--- src/rtl/cubemap_face_texel_address_macros.svh ---
// assertion helpers shared by the cube map texel address block
`ifndef CUBEMAP_FACE_TEXEL_ADDRESS_MACROS_SVH
`define CUBEMAP_FACE_TEXEL_ADDRESS_MACROS_SVH

// property checked on every clock edge outside reset
`define CMFTA_ASSERT(label, prop, msg) \
	label: assert property (@(posedge clk) disable iff (!arst_n) (prop)) else $error(msg);

// consequence checked in the cycle after the antecedent
`define CMFTA_ASSERT_NEXT(label, ante, cons, msg) \
	label: assert property (@(posedge clk) disable iff (!arst_n) (ante) |=> (cons)) \
		else $error(msg);

`endif

--- src/rtl/cmfta_pkg.sv ---
package cmfta_pkg;

	localparam int DIR_WIDTH_DEF    = 16;
	localparam int UV_FRAC_BITS_DEF = 16;
	localparam int FACE_W           = 3;
	localparam int SIZE_W           = 13;
	localparam int TEXEL_W          = 12;
	localparam int CFG_IDX_W        = 1;

	localparam logic [SIZE_W-1:0] TEXEL_LIMIT = SIZE_W'(4096);
	localparam logic [SIZE_W-1:0] SIZE_RESET  = SIZE_W'(512);

	localparam logic [CFG_IDX_W-1:0] CFG_FACE_WIDTH  = CFG_IDX_W'(0);
	localparam logic [CFG_IDX_W-1:0] CFG_FACE_HEIGHT = CFG_IDX_W'(1);

	localparam logic [FACE_W-1:0] FACE_POS_X = FACE_W'(0);
	localparam logic [FACE_W-1:0] FACE_NEG_X = FACE_W'(1);
	localparam logic [FACE_W-1:0] FACE_POS_Y = FACE_W'(2);
	localparam logic [FACE_W-1:0] FACE_NEG_Y = FACE_W'(3);
	localparam logic [FACE_W-1:0] FACE_POS_Z = FACE_W'(4);
	localparam logic [FACE_W-1:0] FACE_NEG_Z = FACE_W'(5);

	typedef struct packed {
		logic [FACE_W-1:0] face;
		logic              zero_direction;
	} side_t;

	// zero counts as one texel, sizes past the limit are held at the limit
	function automatic logic [SIZE_W-1:0] clamp_size(input logic [SIZE_W-1:0] size);
		logic [SIZE_W-1:0] n;
		n = size;
		if (n == '0) begin
			n = SIZE_W'(1);
		end else if (n > TEXEL_LIMIT) begin
			n = TEXEL_LIMIT;
		end
		return n;
	endfunction

endpackage

--- src/rtl/cmfta_cfg_if.sv ---
interface cmfta_cfg_if;
	logic                             valid;
	logic                             ready;
	logic [cmfta_pkg::CFG_IDX_W-1:0] index;
	logic [cmfta_pkg::SIZE_W-1:0]    data;

	modport source (output valid, index, data, input ready);
	modport sink (input valid, index, data, output ready);
endinterface

--- src/rtl/cmfta_dir_if.sv ---
interface cmfta_dir_if #(
	parameter int DIR_WIDTH = cmfta_pkg::DIR_WIDTH_DEF
);
	logic                        valid;
	logic                        ready;
	logic signed [DIR_WIDTH-1:0] dir_x;
	logic signed [DIR_WIDTH-1:0] dir_y;
	logic signed [DIR_WIDTH-1:0] dir_z;

	modport source (output valid, dir_x, dir_y, dir_z, input ready);
	modport sink (input valid, dir_x, dir_y, dir_z, output ready);
endinterface

--- src/rtl/cmfta_tex_if.sv ---
interface cmfta_tex_if #(
	parameter int UV_FRAC_BITS = cmfta_pkg::UV_FRAC_BITS_DEF
);
	logic                           valid;
	logic                           ready;
	logic [cmfta_pkg::FACE_W-1:0]  face;
	logic [UV_FRAC_BITS:0]          u_frac;
	logic [UV_FRAC_BITS:0]          v_frac;
	logic [cmfta_pkg::TEXEL_W-1:0] texel_col;
	logic [cmfta_pkg::TEXEL_W-1:0] texel_row;
	logic                           zero_direction;

	modport source (
		output valid, face, u_frac, v_frac, texel_col, texel_row, zero_direction,
		input ready
	);
	modport sink (
		input valid, face, u_frac, v_frac, texel_col, texel_row, zero_direction,
		output ready
	);
endinterface

--- src/rtl/cmfta_select.sv ---
module cmfta_select #(
	parameter int DIR_WIDTH = cmfta_pkg::DIR_WIDTH_DEF
) (
	input  logic                        clk,
	input  logic                        arst_n,
	input  logic                        up_valid,
	output logic                        up_ready,
	input  logic signed [DIR_WIDTH-1:0] dir_x,
	input  logic signed [DIR_WIDTH-1:0] dir_y,
	input  logic signed [DIR_WIDTH-1:0] dir_z,
	output logic                        dn_valid,
	input  logic                        dn_ready,
	output logic [DIR_WIDTH-1:0]        ma,
	output logic [DIR_WIDTH-2:0]        rem_u,
	output logic [1:0]                  dig_u,
	output logic [DIR_WIDTH-2:0]        rem_v,
	output logic [1:0]                  dig_v,
	output cmfta_pkg::side_t            side
);
	import cmfta_pkg::*;

	logic [DIR_WIDTH-1:0]        ax, ay, az, ma_c;
	logic signed [DIR_WIDTH+1:0] xe, ye, ze, ma_e, su, sv, nu, nv;
	logic                        pos_x, pos_y, pos_z;
	side_t                       side_c;

	logic                 valid_s1;
	logic [DIR_WIDTH-1:0] ma_s1;
	logic [DIR_WIDTH:0]   nu_s1, nv_s1;
	side_t                side_s1;

	assign ax = dir_x[DIR_WIDTH-1] ? DIR_WIDTH'(-dir_x) : DIR_WIDTH'(dir_x);
	assign ay = dir_y[DIR_WIDTH-1] ? DIR_WIDTH'(-dir_y) : DIR_WIDTH'(dir_y);
	assign az = dir_z[DIR_WIDTH-1] ? DIR_WIDTH'(-dir_z) : DIR_WIDTH'(dir_z);

	assign xe = {{2{dir_x[DIR_WIDTH-1]}}, dir_x};
	assign ye = {{2{dir_y[DIR_WIDTH-1]}}, dir_y};
	assign ze = {{2{dir_z[DIR_WIDTH-1]}}, dir_z};

	assign pos_x = !dir_x[DIR_WIDTH-1] && (|dir_x);
	assign pos_y = !dir_y[DIR_WIDTH-1] && (|dir_y);
	assign pos_z = !dir_z[DIR_WIDTH-1] && (|dir_z);

	// strict x first, then y over z; a tie with z goes to z, an x-y tie to y
	always_comb begin
		side_c.zero_direction = ~|{dir_x, dir_y, dir_z};
		if (ax > ay && ax > az) begin
			ma_c        = ax;
			side_c.face = pos_x ? FACE_POS_X : FACE_NEG_X;
			su          = pos_x ? ze : -ze;
			sv          = ye;
		end else if (ay > az) begin
			ma_c        = ay;
			side_c.face = pos_y ? FACE_POS_Y : FACE_NEG_Y;
			su          = xe;
			sv          = pos_y ? ze : -ze;
		end else begin
			ma_c        = az;
			side_c.face = pos_z ? FACE_POS_Z : FACE_NEG_Z;
			su          = pos_z ? -xe : xe;
			sv          = ye;
		end
	end

	assign ma_e = {2'b00, ma_c};
	assign nu   = ma_e + su;
	assign nv   = ma_e + sv;

	assign up_ready = !valid_s1 || dn_ready;

	always_ff @(posedge clk or negedge arst_n) begin
		if (!arst_n) begin
			valid_s1 <= 1'b0;
		end else if (up_ready) begin
			valid_s1 <= up_valid;
		end
	end

	always_ff @(posedge clk) begin
		if (up_valid && up_ready) begin
			ma_s1   <= ma_c;
			nu_s1   <= nu[DIR_WIDTH:0];
			nv_s1   <= nv[DIR_WIDTH:0];
			side_s1 <= side_c;
		end
	end

	// numerator <= 2*ma, so its top bits start below the divisor
	assign dn_valid = valid_s1;
	assign ma       = ma_s1;
	assign rem_u    = nu_s1[DIR_WIDTH:2];
	assign dig_u    = nu_s1[1:0];
	assign rem_v    = nv_s1[DIR_WIDTH:2];
	assign dig_v    = nv_s1[1:0];
	assign side     = side_s1;
endmodule

--- src/rtl/cmfta_div_cell.sv ---
module cmfta_div_cell #(
	parameter int DIR_WIDTH    = cmfta_pkg::DIR_WIDTH_DEF,
	parameter int UV_FRAC_BITS = cmfta_pkg::UV_FRAC_BITS_DEF
) (
	input  logic                   clk,
	input  logic                   arst_n,
	input  logic                   up_valid,
	output logic                   up_ready,
	input  logic [DIR_WIDTH-1:0]   up_ma,
	input  logic [DIR_WIDTH-2:0]   up_rem_u,
	input  logic [1:0]             up_dig_u,
	input  logic [UV_FRAC_BITS:0]  up_quo_u,
	input  logic [DIR_WIDTH-2:0]   up_rem_v,
	input  logic [1:0]             up_dig_v,
	input  logic [UV_FRAC_BITS:0]  up_quo_v,
	input  cmfta_pkg::side_t       up_side,
	output logic                   dn_valid,
	input  logic                   dn_ready,
	output logic [DIR_WIDTH-1:0]   dn_ma,
	output logic [DIR_WIDTH-2:0]   dn_rem_u,
	output logic [1:0]             dn_dig_u,
	output logic [UV_FRAC_BITS:0]  dn_quo_u,
	output logic [DIR_WIDTH-2:0]   dn_rem_v,
	output logic [1:0]             dn_dig_v,
	output logic [UV_FRAC_BITS:0]  dn_quo_v,
	output cmfta_pkg::side_t       dn_side
);
	import cmfta_pkg::*;

	logic [DIR_WIDTH-1:0] trial_u, trial_v, diff_u, diff_v;
	logic                 ge_u, ge_v;

	logic                  valid_q;
	logic [DIR_WIDTH-1:0]  ma_q;
	logic [DIR_WIDTH-2:0]  rem_u_q, rem_v_q;
	logic [1:0]            dig_u_q, dig_v_q;
	logic [UV_FRAC_BITS:0] quo_u_q, quo_v_q;
	side_t                 side_q;

	// one restoring step per lane: bring down a numerator bit, subtract if it fits
	assign trial_u = {up_rem_u, up_dig_u[1]};
	assign trial_v = {up_rem_v, up_dig_v[1]};
	assign ge_u    = trial_u >= up_ma;
	assign ge_v    = trial_v >= up_ma;
	assign diff_u  = ge_u ? trial_u - up_ma : trial_u;
	assign diff_v  = ge_v ? trial_v - up_ma : trial_v;

	assign up_ready = !valid_q || dn_ready;

	always_ff @(posedge clk or negedge arst_n) begin
		if (!arst_n) begin
			valid_q <= 1'b0;
		end else if (up_ready) begin
			valid_q <= up_valid;
		end
	end

	always_ff @(posedge clk) begin
		if (up_valid && up_ready) begin
			ma_q    <= up_ma;
			rem_u_q <= diff_u[DIR_WIDTH-2:0];
			rem_v_q <= diff_v[DIR_WIDTH-2:0];
			dig_u_q <= {up_dig_u[0], 1'b0};
			dig_v_q <= {up_dig_v[0], 1'b0};
			quo_u_q <= {up_quo_u[UV_FRAC_BITS-1:0], ge_u};
			quo_v_q <= {up_quo_v[UV_FRAC_BITS-1:0], ge_v};
			side_q  <= up_side;
		end
	end

	assign dn_valid = valid_q;
	assign dn_ma    = ma_q;
	assign dn_rem_u = rem_u_q;
	assign dn_dig_u = dig_u_q;
	assign dn_quo_u = quo_u_q;
	assign dn_rem_v = rem_v_q;
	assign dn_dig_v = dig_v_q;
	assign dn_quo_v = quo_v_q;
	assign dn_side  = side_q;
endmodule

--- src/rtl/cmfta_scale.sv ---
module cmfta_scale #(
	parameter int UV_FRAC_BITS = cmfta_pkg::UV_FRAC_BITS_DEF
) (
	input  logic                          clk,
	input  logic                          arst_n,
	input  logic                          up_valid,
	output logic                          up_ready,
	input  logic [UV_FRAC_BITS:0]         quo_u,
	input  logic [UV_FRAC_BITS:0]         quo_v,
	input  cmfta_pkg::side_t              side,
	input  logic [cmfta_pkg::SIZE_W-1:0]  face_width,
	input  logic [cmfta_pkg::SIZE_W-1:0]  face_height,
	cmfta_tex_if.source                   tex_out
);
	import cmfta_pkg::*;

	localparam int PROD_W = UV_FRAC_BITS + 1 + SIZE_W;

	logic [SIZE_W-1:0] wu, hv, wu_m1, hv_m1;
	logic [PROD_W-1:0] prod_u, prod_v;
	logic [SIZE_W:0]   tu, tv, cu, cv;

	logic                  valid_q;
	logic [FACE_W-1:0]     face_q;
	logic [UV_FRAC_BITS:0] u_q, v_q;
	logic [TEXEL_W-1:0]    col_q, row_q;
	logic                  zero_q;

	assign wu    = clamp_size(face_width);
	assign hv    = clamp_size(face_height);
	assign wu_m1 = wu - SIZE_W'(1);
	assign hv_m1 = hv - SIZE_W'(1);

	assign prod_u = {{SIZE_W{1'b0}}, quo_u} * {{(UV_FRAC_BITS + 1){1'b0}}, wu};
	assign prod_v = {{SIZE_W{1'b0}}, quo_v} * {{(UV_FRAC_BITS + 1){1'b0}}, hv};
	assign tu     = prod_u[PROD_W-1:UV_FRAC_BITS];
	assign tv     = prod_v[PROD_W-1:UV_FRAC_BITS];

	// u or v of exactly one lands on the last texel
	assign cu = (tu > {1'b0, wu_m1}) ? {1'b0, wu_m1} : tu;
	assign cv = (tv > {1'b0, hv_m1}) ? {1'b0, hv_m1} : tv;

	assign up_ready = !valid_q || tex_out.ready;

	always_ff @(posedge clk or negedge arst_n) begin
		if (!arst_n) begin
			valid_q <= 1'b0;
		end else if (up_ready) begin
			valid_q <= up_valid;
		end
	end

	always_ff @(posedge clk) begin
		if (up_valid && up_ready) begin
			zero_q <= side.zero_direction;
			if (side.zero_direction) begin
				face_q <= FACE_POS_X;
				u_q    <= '0;
				v_q    <= '0;
				col_q  <= '0;
				row_q  <= '0;
			end else begin
				face_q <= side.face;
				u_q    <= quo_u;
				v_q    <= quo_v;
				col_q  <= cu[TEXEL_W-1:0];
				row_q  <= cv[TEXEL_W-1:0];
			end
		end
	end

	assign tex_out.valid          = valid_q;
	assign tex_out.face           = face_q;
	assign tex_out.u_frac         = u_q;
	assign tex_out.v_frac         = v_q;
	assign tex_out.texel_col      = col_q;
	assign tex_out.texel_row      = row_q;
	assign tex_out.zero_direction = zero_q;
endmodule

--- src/rtl/cubemap_face_texel_address.sv ---
// Cube map face selection and texel addressing.
// dir_in carries a direction as three signed components (Q2.14 at the default
// width); tex_out returns the cube face, u and v as unsigned Q1.16 fractions
// (one is 65536) and the texel column and row on a face of the configured size.
// cfg writes face_width (index 0) or face_height (index 1) and is always ready.
// The user must write it only while no transfer is in flight (not enforced).
// From dir_in transfer to tex_out valid an item passes the face selection
// stage, a chain of UV_FRAC_BITS + 1 restoring divide cells, one per quotient
// bit, each with a u lane and a v lane, and the texel multiply stage that
// fills the output register.
// Throughput is one transfer per cycle while tex_out is ready; each stage
// holds one item and has its own valid, so a stalled tex_out only stops the
// stages that are full and dir_in keeps accepting while an empty stage remains.
// An all-zero direction gives zero_direction set and every other field zero.
// Reset empties the pipeline and sets both face sizes to 512.
`include "cubemap_face_texel_address_macros.svh"

module cubemap_face_texel_address #(
	parameter int DIR_WIDTH    = cmfta_pkg::DIR_WIDTH_DEF,
	parameter int UV_FRAC_BITS = cmfta_pkg::UV_FRAC_BITS_DEF
) (
	input  logic        clk,
	input  logic        arst_n,
	cmfta_cfg_if.sink   cfg,
	cmfta_dir_if.sink   dir_in,
	cmfta_tex_if.source tex_out
);
	import cmfta_pkg::*;

	localparam int NCELL = UV_FRAC_BITS + 1;
	localparam logic [UV_FRAC_BITS:0] UV_ONE = (UV_FRAC_BITS + 1)'(1) << UV_FRAC_BITS;

	logic [SIZE_W-1:0] width_q, height_q;

	logic [NCELL:0]        ch_valid, ch_ready;
	logic [DIR_WIDTH-1:0]  ch_ma    [0:NCELL];
	logic [DIR_WIDTH-2:0]  ch_rem_u [0:NCELL];
	logic [DIR_WIDTH-2:0]  ch_rem_v [0:NCELL];
	logic [1:0]            ch_dig_u [0:NCELL];
	logic [1:0]            ch_dig_v [0:NCELL];
	logic [UV_FRAC_BITS:0] ch_quo_u [0:NCELL];
	logic [UV_FRAC_BITS:0] ch_quo_v [0:NCELL];
	side_t                 ch_side  [0:NCELL];

	assign cfg.ready = 1'b1;

	always_ff @(posedge clk or negedge arst_n) begin
		if (!arst_n) begin
			width_q  <= SIZE_RESET;
			height_q <= SIZE_RESET;
		end else if (cfg.valid) begin
			unique case (cfg.index)
				CFG_FACE_WIDTH: begin
					width_q <= cfg.data;
				end
				CFG_FACE_HEIGHT: begin
					height_q <= cfg.data;
				end
				default: begin
				end
			endcase
		end
	end

	cmfta_select #(
		.DIR_WIDTH (DIR_WIDTH)
	) u_select (
		.clk      (clk),
		.arst_n   (arst_n),
		.up_valid (dir_in.valid),
		.up_ready (dir_in.ready),
		.dir_x    (dir_in.dir_x),
		.dir_y    (dir_in.dir_y),
		.dir_z    (dir_in.dir_z),
		.dn_valid (ch_valid[0]),
		.dn_ready (ch_ready[0]),
		.ma       (ch_ma[0]),
		.rem_u    (ch_rem_u[0]),
		.dig_u    (ch_dig_u[0]),
		.rem_v    (ch_rem_v[0]),
		.dig_v    (ch_dig_v[0]),
		.side     (ch_side[0])
	);

	assign ch_quo_u[0] = '0;
	assign ch_quo_v[0] = '0;

	for (genvar k = 0; k < NCELL; k++) begin : g_cell
		cmfta_div_cell #(
			.DIR_WIDTH    (DIR_WIDTH),
			.UV_FRAC_BITS (UV_FRAC_BITS)
		) u_cell (
			.clk      (clk),
			.arst_n   (arst_n),
			.up_valid (ch_valid[k]),
			.up_ready (ch_ready[k]),
			.up_ma    (ch_ma[k]),
			.up_rem_u (ch_rem_u[k]),
			.up_dig_u (ch_dig_u[k]),
			.up_quo_u (ch_quo_u[k]),
			.up_rem_v (ch_rem_v[k]),
			.up_dig_v (ch_dig_v[k]),
			.up_quo_v (ch_quo_v[k]),
			.up_side  (ch_side[k]),
			.dn_valid (ch_valid[k+1]),
			.dn_ready (ch_ready[k+1]),
			.dn_ma    (ch_ma[k+1]),
			.dn_rem_u (ch_rem_u[k+1]),
			.dn_dig_u (ch_dig_u[k+1]),
			.dn_quo_u (ch_quo_u[k+1]),
			.dn_rem_v (ch_rem_v[k+1]),
			.dn_dig_v (ch_dig_v[k+1]),
			.dn_quo_v (ch_quo_v[k+1]),
			.dn_side  (ch_side[k+1])
		);
	end

	cmfta_scale #(
		.UV_FRAC_BITS (UV_FRAC_BITS)
	) u_scale (
		.clk         (clk),
		.arst_n      (arst_n),
		.up_valid    (ch_valid[NCELL]),
		.up_ready    (ch_ready[NCELL]),
		.quo_u       (ch_quo_u[NCELL]),
		.quo_v       (ch_quo_v[NCELL]),
		.side        (ch_side[NCELL]),
		.face_width  (width_q),
		.face_height (height_q),
		.tex_out     (tex_out)
	);

	`CMFTA_ASSERT(a_zero_clears, tex_out.valid && tex_out.zero_direction |-> tex_out.face == FACE_POS_X && tex_out.u_frac == '0 && tex_out.texel_row == '0, "zero direction with nonzero result")
	`CMFTA_ASSERT(a_uv_range, tex_out.valid |-> tex_out.u_frac <= UV_ONE && tex_out.v_frac <= UV_ONE, "uv fraction above one")
	`CMFTA_ASSERT(a_col_in_face, tex_out.valid |-> SIZE_W'(tex_out.texel_col) < clamp_size(width_q), "texel column past face width")
	`CMFTA_ASSERT(a_face_code, tex_out.valid |-> tex_out.face <= FACE_NEG_Z, "face code out of range")
	`CMFTA_ASSERT(a_empty_accepts, !ch_valid[0] |-> dir_in.ready, "input stalled with empty selection stage")
	`CMFTA_ASSERT_NEXT(a_cfg_width, cfg.valid && cfg.index == CFG_FACE_WIDTH, width_q == $past(cfg.data), "face width write lost")
endmodule

--- src/flat_wrapper.sv ---
// flat-port wrapper written by rule: the top's interface ports become plain ports
module cubemap_face_texel_address_flat import cmfta_pkg::*;
#(
	parameter int DIR_WIDTH    = cmfta_pkg::DIR_WIDTH_DEF,
	parameter int UV_FRAC_BITS = cmfta_pkg::UV_FRAC_BITS_DEF
)
  (clk, arst_n, cfg_valid, cfg_index, cfg_data, cfg_ready, dir_in_valid, dir_in_dir_x, dir_in_dir_y, dir_in_dir_z, dir_in_ready, tex_out_valid, tex_out_face, tex_out_u_frac, tex_out_v_frac, tex_out_texel_col, tex_out_texel_row, tex_out_zero_direction, tex_out_ready);
  cmfta_cfg_if cfg_i ();
  cmfta_dir_if #(.DIR_WIDTH(DIR_WIDTH)) dir_in_i ();
  cmfta_tex_if #(.UV_FRAC_BITS(UV_FRAC_BITS)) tex_out_i ();
  input  logic clk;
  input  logic arst_n;
  input wire logic [$bits(cfg_i.valid)-1:0] cfg_valid;
  input wire logic [$bits(cfg_i.index)-1:0] cfg_index;
  input wire logic [$bits(cfg_i.data)-1:0] cfg_data;
  output wire logic [$bits(cfg_i.ready)-1:0] cfg_ready;
  input wire logic [$bits(dir_in_i.valid)-1:0] dir_in_valid;
  input wire logic [$bits(dir_in_i.dir_x)-1:0] dir_in_dir_x;
  input wire logic [$bits(dir_in_i.dir_y)-1:0] dir_in_dir_y;
  input wire logic [$bits(dir_in_i.dir_z)-1:0] dir_in_dir_z;
  output wire logic [$bits(dir_in_i.ready)-1:0] dir_in_ready;
  output wire logic [$bits(tex_out_i.valid)-1:0] tex_out_valid;
  output wire logic [$bits(tex_out_i.face)-1:0] tex_out_face;
  output wire logic [$bits(tex_out_i.u_frac)-1:0] tex_out_u_frac;
  output wire logic [$bits(tex_out_i.v_frac)-1:0] tex_out_v_frac;
  output wire logic [$bits(tex_out_i.texel_col)-1:0] tex_out_texel_col;
  output wire logic [$bits(tex_out_i.texel_row)-1:0] tex_out_texel_row;
  output wire logic [$bits(tex_out_i.zero_direction)-1:0] tex_out_zero_direction;
  input wire logic [$bits(tex_out_i.ready)-1:0] tex_out_ready;
  assign cfg_i.valid = cfg_valid;
  assign cfg_i.index = cfg_index;
  assign cfg_i.data = cfg_data;
  assign cfg_ready = cfg_i.ready;
  assign dir_in_i.valid = dir_in_valid;
  assign dir_in_i.dir_x = dir_in_dir_x;
  assign dir_in_i.dir_y = dir_in_dir_y;
  assign dir_in_i.dir_z = dir_in_dir_z;
  assign dir_in_ready = dir_in_i.ready;
  assign tex_out_valid = tex_out_i.valid;
  assign tex_out_face = tex_out_i.face;
  assign tex_out_u_frac = tex_out_i.u_frac;
  assign tex_out_v_frac = tex_out_i.v_frac;
  assign tex_out_texel_col = tex_out_i.texel_col;
  assign tex_out_texel_row = tex_out_i.texel_row;
  assign tex_out_zero_direction = tex_out_i.zero_direction;
  assign tex_out_i.ready = tex_out_ready;
  cubemap_face_texel_address #(.DIR_WIDTH(DIR_WIDTH), .UV_FRAC_BITS(UV_FRAC_BITS)) u_core (.clk(clk), .arst_n(arst_n), .cfg(cfg_i), .dir_in(dir_in_i), .tex_out(tex_out_i));
endmodule
--- config.mk ---
export PLATFORM = sky130hd
export DESIGN_NAME = cubemap_face_texel_address_flat
export DESIGN_NICKNAME = d
export VERILOG_FILES = /design/src/rtl/cmfta_pkg.sv /design/src/rtl/cmfta_cfg_if.sv /design/src/rtl/cmfta_dir_if.sv /design/src/rtl/cmfta_tex_if.sv /design/src/rtl/cmfta_select.sv /design/src/rtl/cmfta_div_cell.sv /design/src/rtl/cmfta_scale.sv /design/src/rtl/cubemap_face_texel_address.sv /design/src/flat_wrapper.sv
export VERILOG_INCLUDE_DIRS = /design/src /design/src/rtl
export SDC_FILE = /design/constraint.sdc
export NUM_CORES = 2
export LEC_CHECK = 0
export BUFFER_PORTS_ARGS = -buffer_cell sky130_fd_sc_hd__buf_2
export CELL_PAD_IN_SITES_DETAIL_PLACEMENT = 0
export CELL_PAD_IN_SITES_GLOBAL_PLACEMENT = 1
export CORE_MARGIN = 8
export CORE_UTILIZATION = 58
export CTS_BUF_LIST = sky130_fd_sc_hd__clkbuf_8
export CTS_CLUSTER_SIZE = 25
export DETAILED_ROUTE_END_ITERATION = 16
export PLACE_DENSITY = 0.95
export SYNTH_ARGS = -nofsm -noshare
export SYNTH_HDL_FRONTEND = slang
export SYNTH_SLANG_ARGS = --single-unit
--- constraint.sdc ---
create_clock -name clk -period 12.2 [get_ports clk]
set_input_delay 2.44 -clock clk [delete_from_list [all_inputs] [get_ports clk]]
set_output_delay 2.44 -clock clk [all_outputs]
set_load 0.03 [all_outputs]
==> impl_metrics.tcl <==
set metrics [dict create \
    cts_root_buf "clkbuf_8" \
    first_pass_iters 6 \
    finalMaxSlewViolations 0 \
    via_per_inst 5.79 \
    grt_pass1_vias 58548 \
    clock_skew_ns 0.0404 \
    critPathKind "reg -> reg" \
    netlist_area_um2 85700 \
    cp-startpoint "u_core.height_q[12]" \
    synth_ff_type "edfxtp_1" \
    synth_top_area_cell "edfxtp_1" \
    cp.required_ns 12.85 \
    yosys.area.top_type_share_pct 43.0 \
    clk_latency_ns 0.93 \
    core_area_um2 147000 \
    slowest_delay_ns 0.75 \
    routedWlPerCell_um 21.0 \
    track_usage_pct 25.5 \
    fmax_mhz 107 \
    setup_viol 0 \
    synthCells 7569 \
    async_flop_share_pct 3.53 \
    cts_max_level 4 \
    cp-end-kind "flip-flop" \
    port_buffers 130 \
    slew-limit-headroom_pct 24.6 \
    crit_slowest_cell "nor2b_2" \
    hold_viol 0 \
    crit_fanout 34 \
    area_growth_pct 8.31 \
    place.gp.congestion 0.922 \
    period_needed_ns 9.34 \
    cp.arrival_ns 9.99 \
    grt_max_degree 79 \
    ys_ff_latch 1273 \
    dieWidth_um 400 \
    hold_path.class "reg -> reg" \
    num_vias 57574 \
    layout-drive-gt1-share_pct 12.1 \
    start_util_pct 58.2 \
    cts_buffers 204 \
    critPathLaunchType "flip-flop" \
    fill_cells 11207 \
    rsz0062_at_grt "no" \
    fp-row-count 141 \
    io_pins 132 \
    syn_avg_cell_area_um2 11.3 \
    cts_tree "done" \
    clk_path_buf_depth 3 \
    reg2reg_from "u_core.height_q[12]" \
    fin_crit_sh_pct 76.5 \
    drt_iter0_drc 4177 \
    fp.dieH_um 400 \
    cts_hold_buf 0 \
    dieArea_um2 160000 \
    cts.sinks 1273 \
    setup_tns_ns 0 \
    drtAntennaViolNets 0 \
    wl_um 209000 \
    clk_pin_slew_worst_paths_ns 0.06 \
    fin_nets 9055 \
    grt_pass1_wl_um 325000 \
    cp_common_cell "fa_1" \
    worstHoldStart "u_core.g_cell[15].u_cell.dn_quo_v[0]" \
    synth_area_leaders "edfxtp_1 43%, ha_1 12%, fa_1 8.5%, mux2_2 5.5%, inv_1 3.8%" \
    drcViolationCount 0 \
    synth_edf_count 1228 \
    post_cts_buffers 0 \
    yosysSeqAreaShare_pct 44.4 \
    cap_violations 0 \
    yosys_warnings 0 \
    whs_ns 0.405 \
    tightest_slew_ns 1.13 \
    ys_types 76 \
    cts.repair.resized 0 \
    grt-ovfl-total 0 \
    dp_hpwl_um 162000 \
    antenna_found_initial 5 \
    syn-num-nets 8797 \
    status "completed" \
]
==> cells in the mapped netlist (12+ instances only) <==
master,instances
o311ai_0,22
clkbuf_1,119
fa_1,362
nor3_1,126
nor2_1,562
nand2_1,591
o221ai_1,21
a211o_1,32
nand4_1,94
mux2i_1,50
nor4_1,23
a21boi_0,100
xor2_1,170
buf_2,27
xnor2_1,301
o21ai_0,272
a21o_1,89
a211oi_1,17
dfrtp_1,43
a31oi_1,13
and3_1,13
and2_1,236
o41ai_1,72
ha_1,799
inv_1,866
nand2b_1,90
o211ai_1,31
edfxtp_1,1228
a41o_1,24
nor2b_1,185
mux2_2,419
o21a_1,39
nand3_1,99
a21oi_1,242
or3_1,58
o31ai_1,12
==> stage by stage <==
step / cells / cell area, µm² / setup slack (ns) / util [%]
2_1_floorplan: 7569 / 85700 / 2.66 / -
3_3_place_gp: 9551 / 88800 / 2.09 / 60.4
3_5_place_dp: 9551 / 88800 / 2.07 / 60.4
4_1_cts: 9933 / 92800 / 2.80 / 63.1
5_1_grt: 9936 / 92800 / 2.44 / 63.1
6_report: 9939 / 92800 / 2.86 / 63.1
==> area by class of cell <==
class	instances	area, µm²	area share [%]
sequential	1273	38000	40.9
antenna	6	15.0	0.0162
inverter	866	3250	3.50
clock buffer	209	2880	3.10
clock inverter	173	1070	1.15
multi-input combinational	5271	43900	47.3
tap	1930	2410	2.60
timing repair buffer	211	1260	1.36
==> critical path, delay by kind of cell, from the launching register on <==
kind | cells | cell delay (ns)
adder cells (fa/ha/maj) | 7 | 3.24
multiplexers | 1 | 0.41
AND/OR/NAND/NOR | 4 | 1.36
AO/OA/AOI/OAI | 11 | 3.11
buffers and inverters | 5 | 0.48
flip-flops | 1 | 0.36
XOR/XNOR | 1 | 0.09
==> state kept, by name (all words and copies together), names as in the netlist, 16 cells and up <==
signal	cells
u_core.g_cell.u_cell.dn_ma	256
u_core.g_cell.u_cell.dn_rem_u	240
u_core.g_cell.u_cell.dn_rem_v	240
u_core.g_cell.u_cell.dn_quo_u	153
u_core.g_cell.u_cell.dn_quo_v	153
u_core.g_cell.u_cell.dn_side	68
u_core.g_cell.u_cell.dn_valid	17
u_core.u_scale.tex_out.u_frac	17
u_core.u_scale.tex_out.v_frac	17
u_core.u_select.nu_s1	17
u_core.u_select.nv_s1	17
u_core.u_select.ma	16
==> placed cells by master, fill, tap and decap left out, types with 90 or more instances in the layout <==
cell type / synthesis / layout
edfxtp_1: 1228 / 1228
inv_1: 866 / 912
ha_1: 799 / 799
nand2_1: 591 / 591
nor2_1: 562 / 561
mux2_2: 419 / 419
fa_1: 362 / 362
xnor2_1: 301 / 301
o21ai_0: 272 / 272
a21oi_1: 242 / 242
and2_1: 236 / 226
clkbuf_8: 0 / 209
nor2b_1: 185 / 178
xor2_1: 170 / 170
buf_2: 27 / 130
nor3_1: 126 / 126
nand3_1: 99 / 99
a21boi_0: 100 / 98
nand4_1: 94 / 94
nand2b_1: 90 / 90
==> worst paths after layout <==
kind                                                        end  slack, ns  depth (start not counted)
max in group asynchronous     u_core.g_cell[12].u_cell.dn_valid       9.76                          1
setup reg to reg           u_core.u_scale.tex_out.texel_row[11]       2.86                         29
hold / removal             u_core.g_cell[16].u_cell.dn_quo_v[1]       0.41                          0
hold reg to reg            u_core.g_cell[16].u_cell.dn_quo_v[1]       0.41                          0
min in group asynchronous                    u_core.height_q[6]       1.74                          1
setup / recovery           u_core.u_scale.tex_out.texel_row[11]       2.86                         29
==> kinds of logic (layout without fill, tap and decap cells) <==
group | count (synthesis) | in the layout | share of synthesized area (%)
buf+inv | 1025 | 1459 | 4.54
flops | 1273 | 1273 | 44.4
mux | 478 | 478 | 6.25
compound gates | 1052 | 1052 | 8.15
xor+xnor | 471 | 471 | 4.81
simple gates | 2108 | 2108 | 11.8
other cells | 1 | 7 | 0.00438
fa+ha+maj | 1161 | 1161 | 20.1
==> per-layer routing <==
metal	share of wire [%]	GRT usage [%]	routed length [µm]
met1	40	31.3	84500
met2	50	45.3	105000
met3	5.1	3.70	10700
met4	4.0	9.99	8470
met5	0.0048	0	10
Power is left out: the tool's default activity adds up to more than one toggle a clock period on the data nets, which glitch-free logic cannot reach.
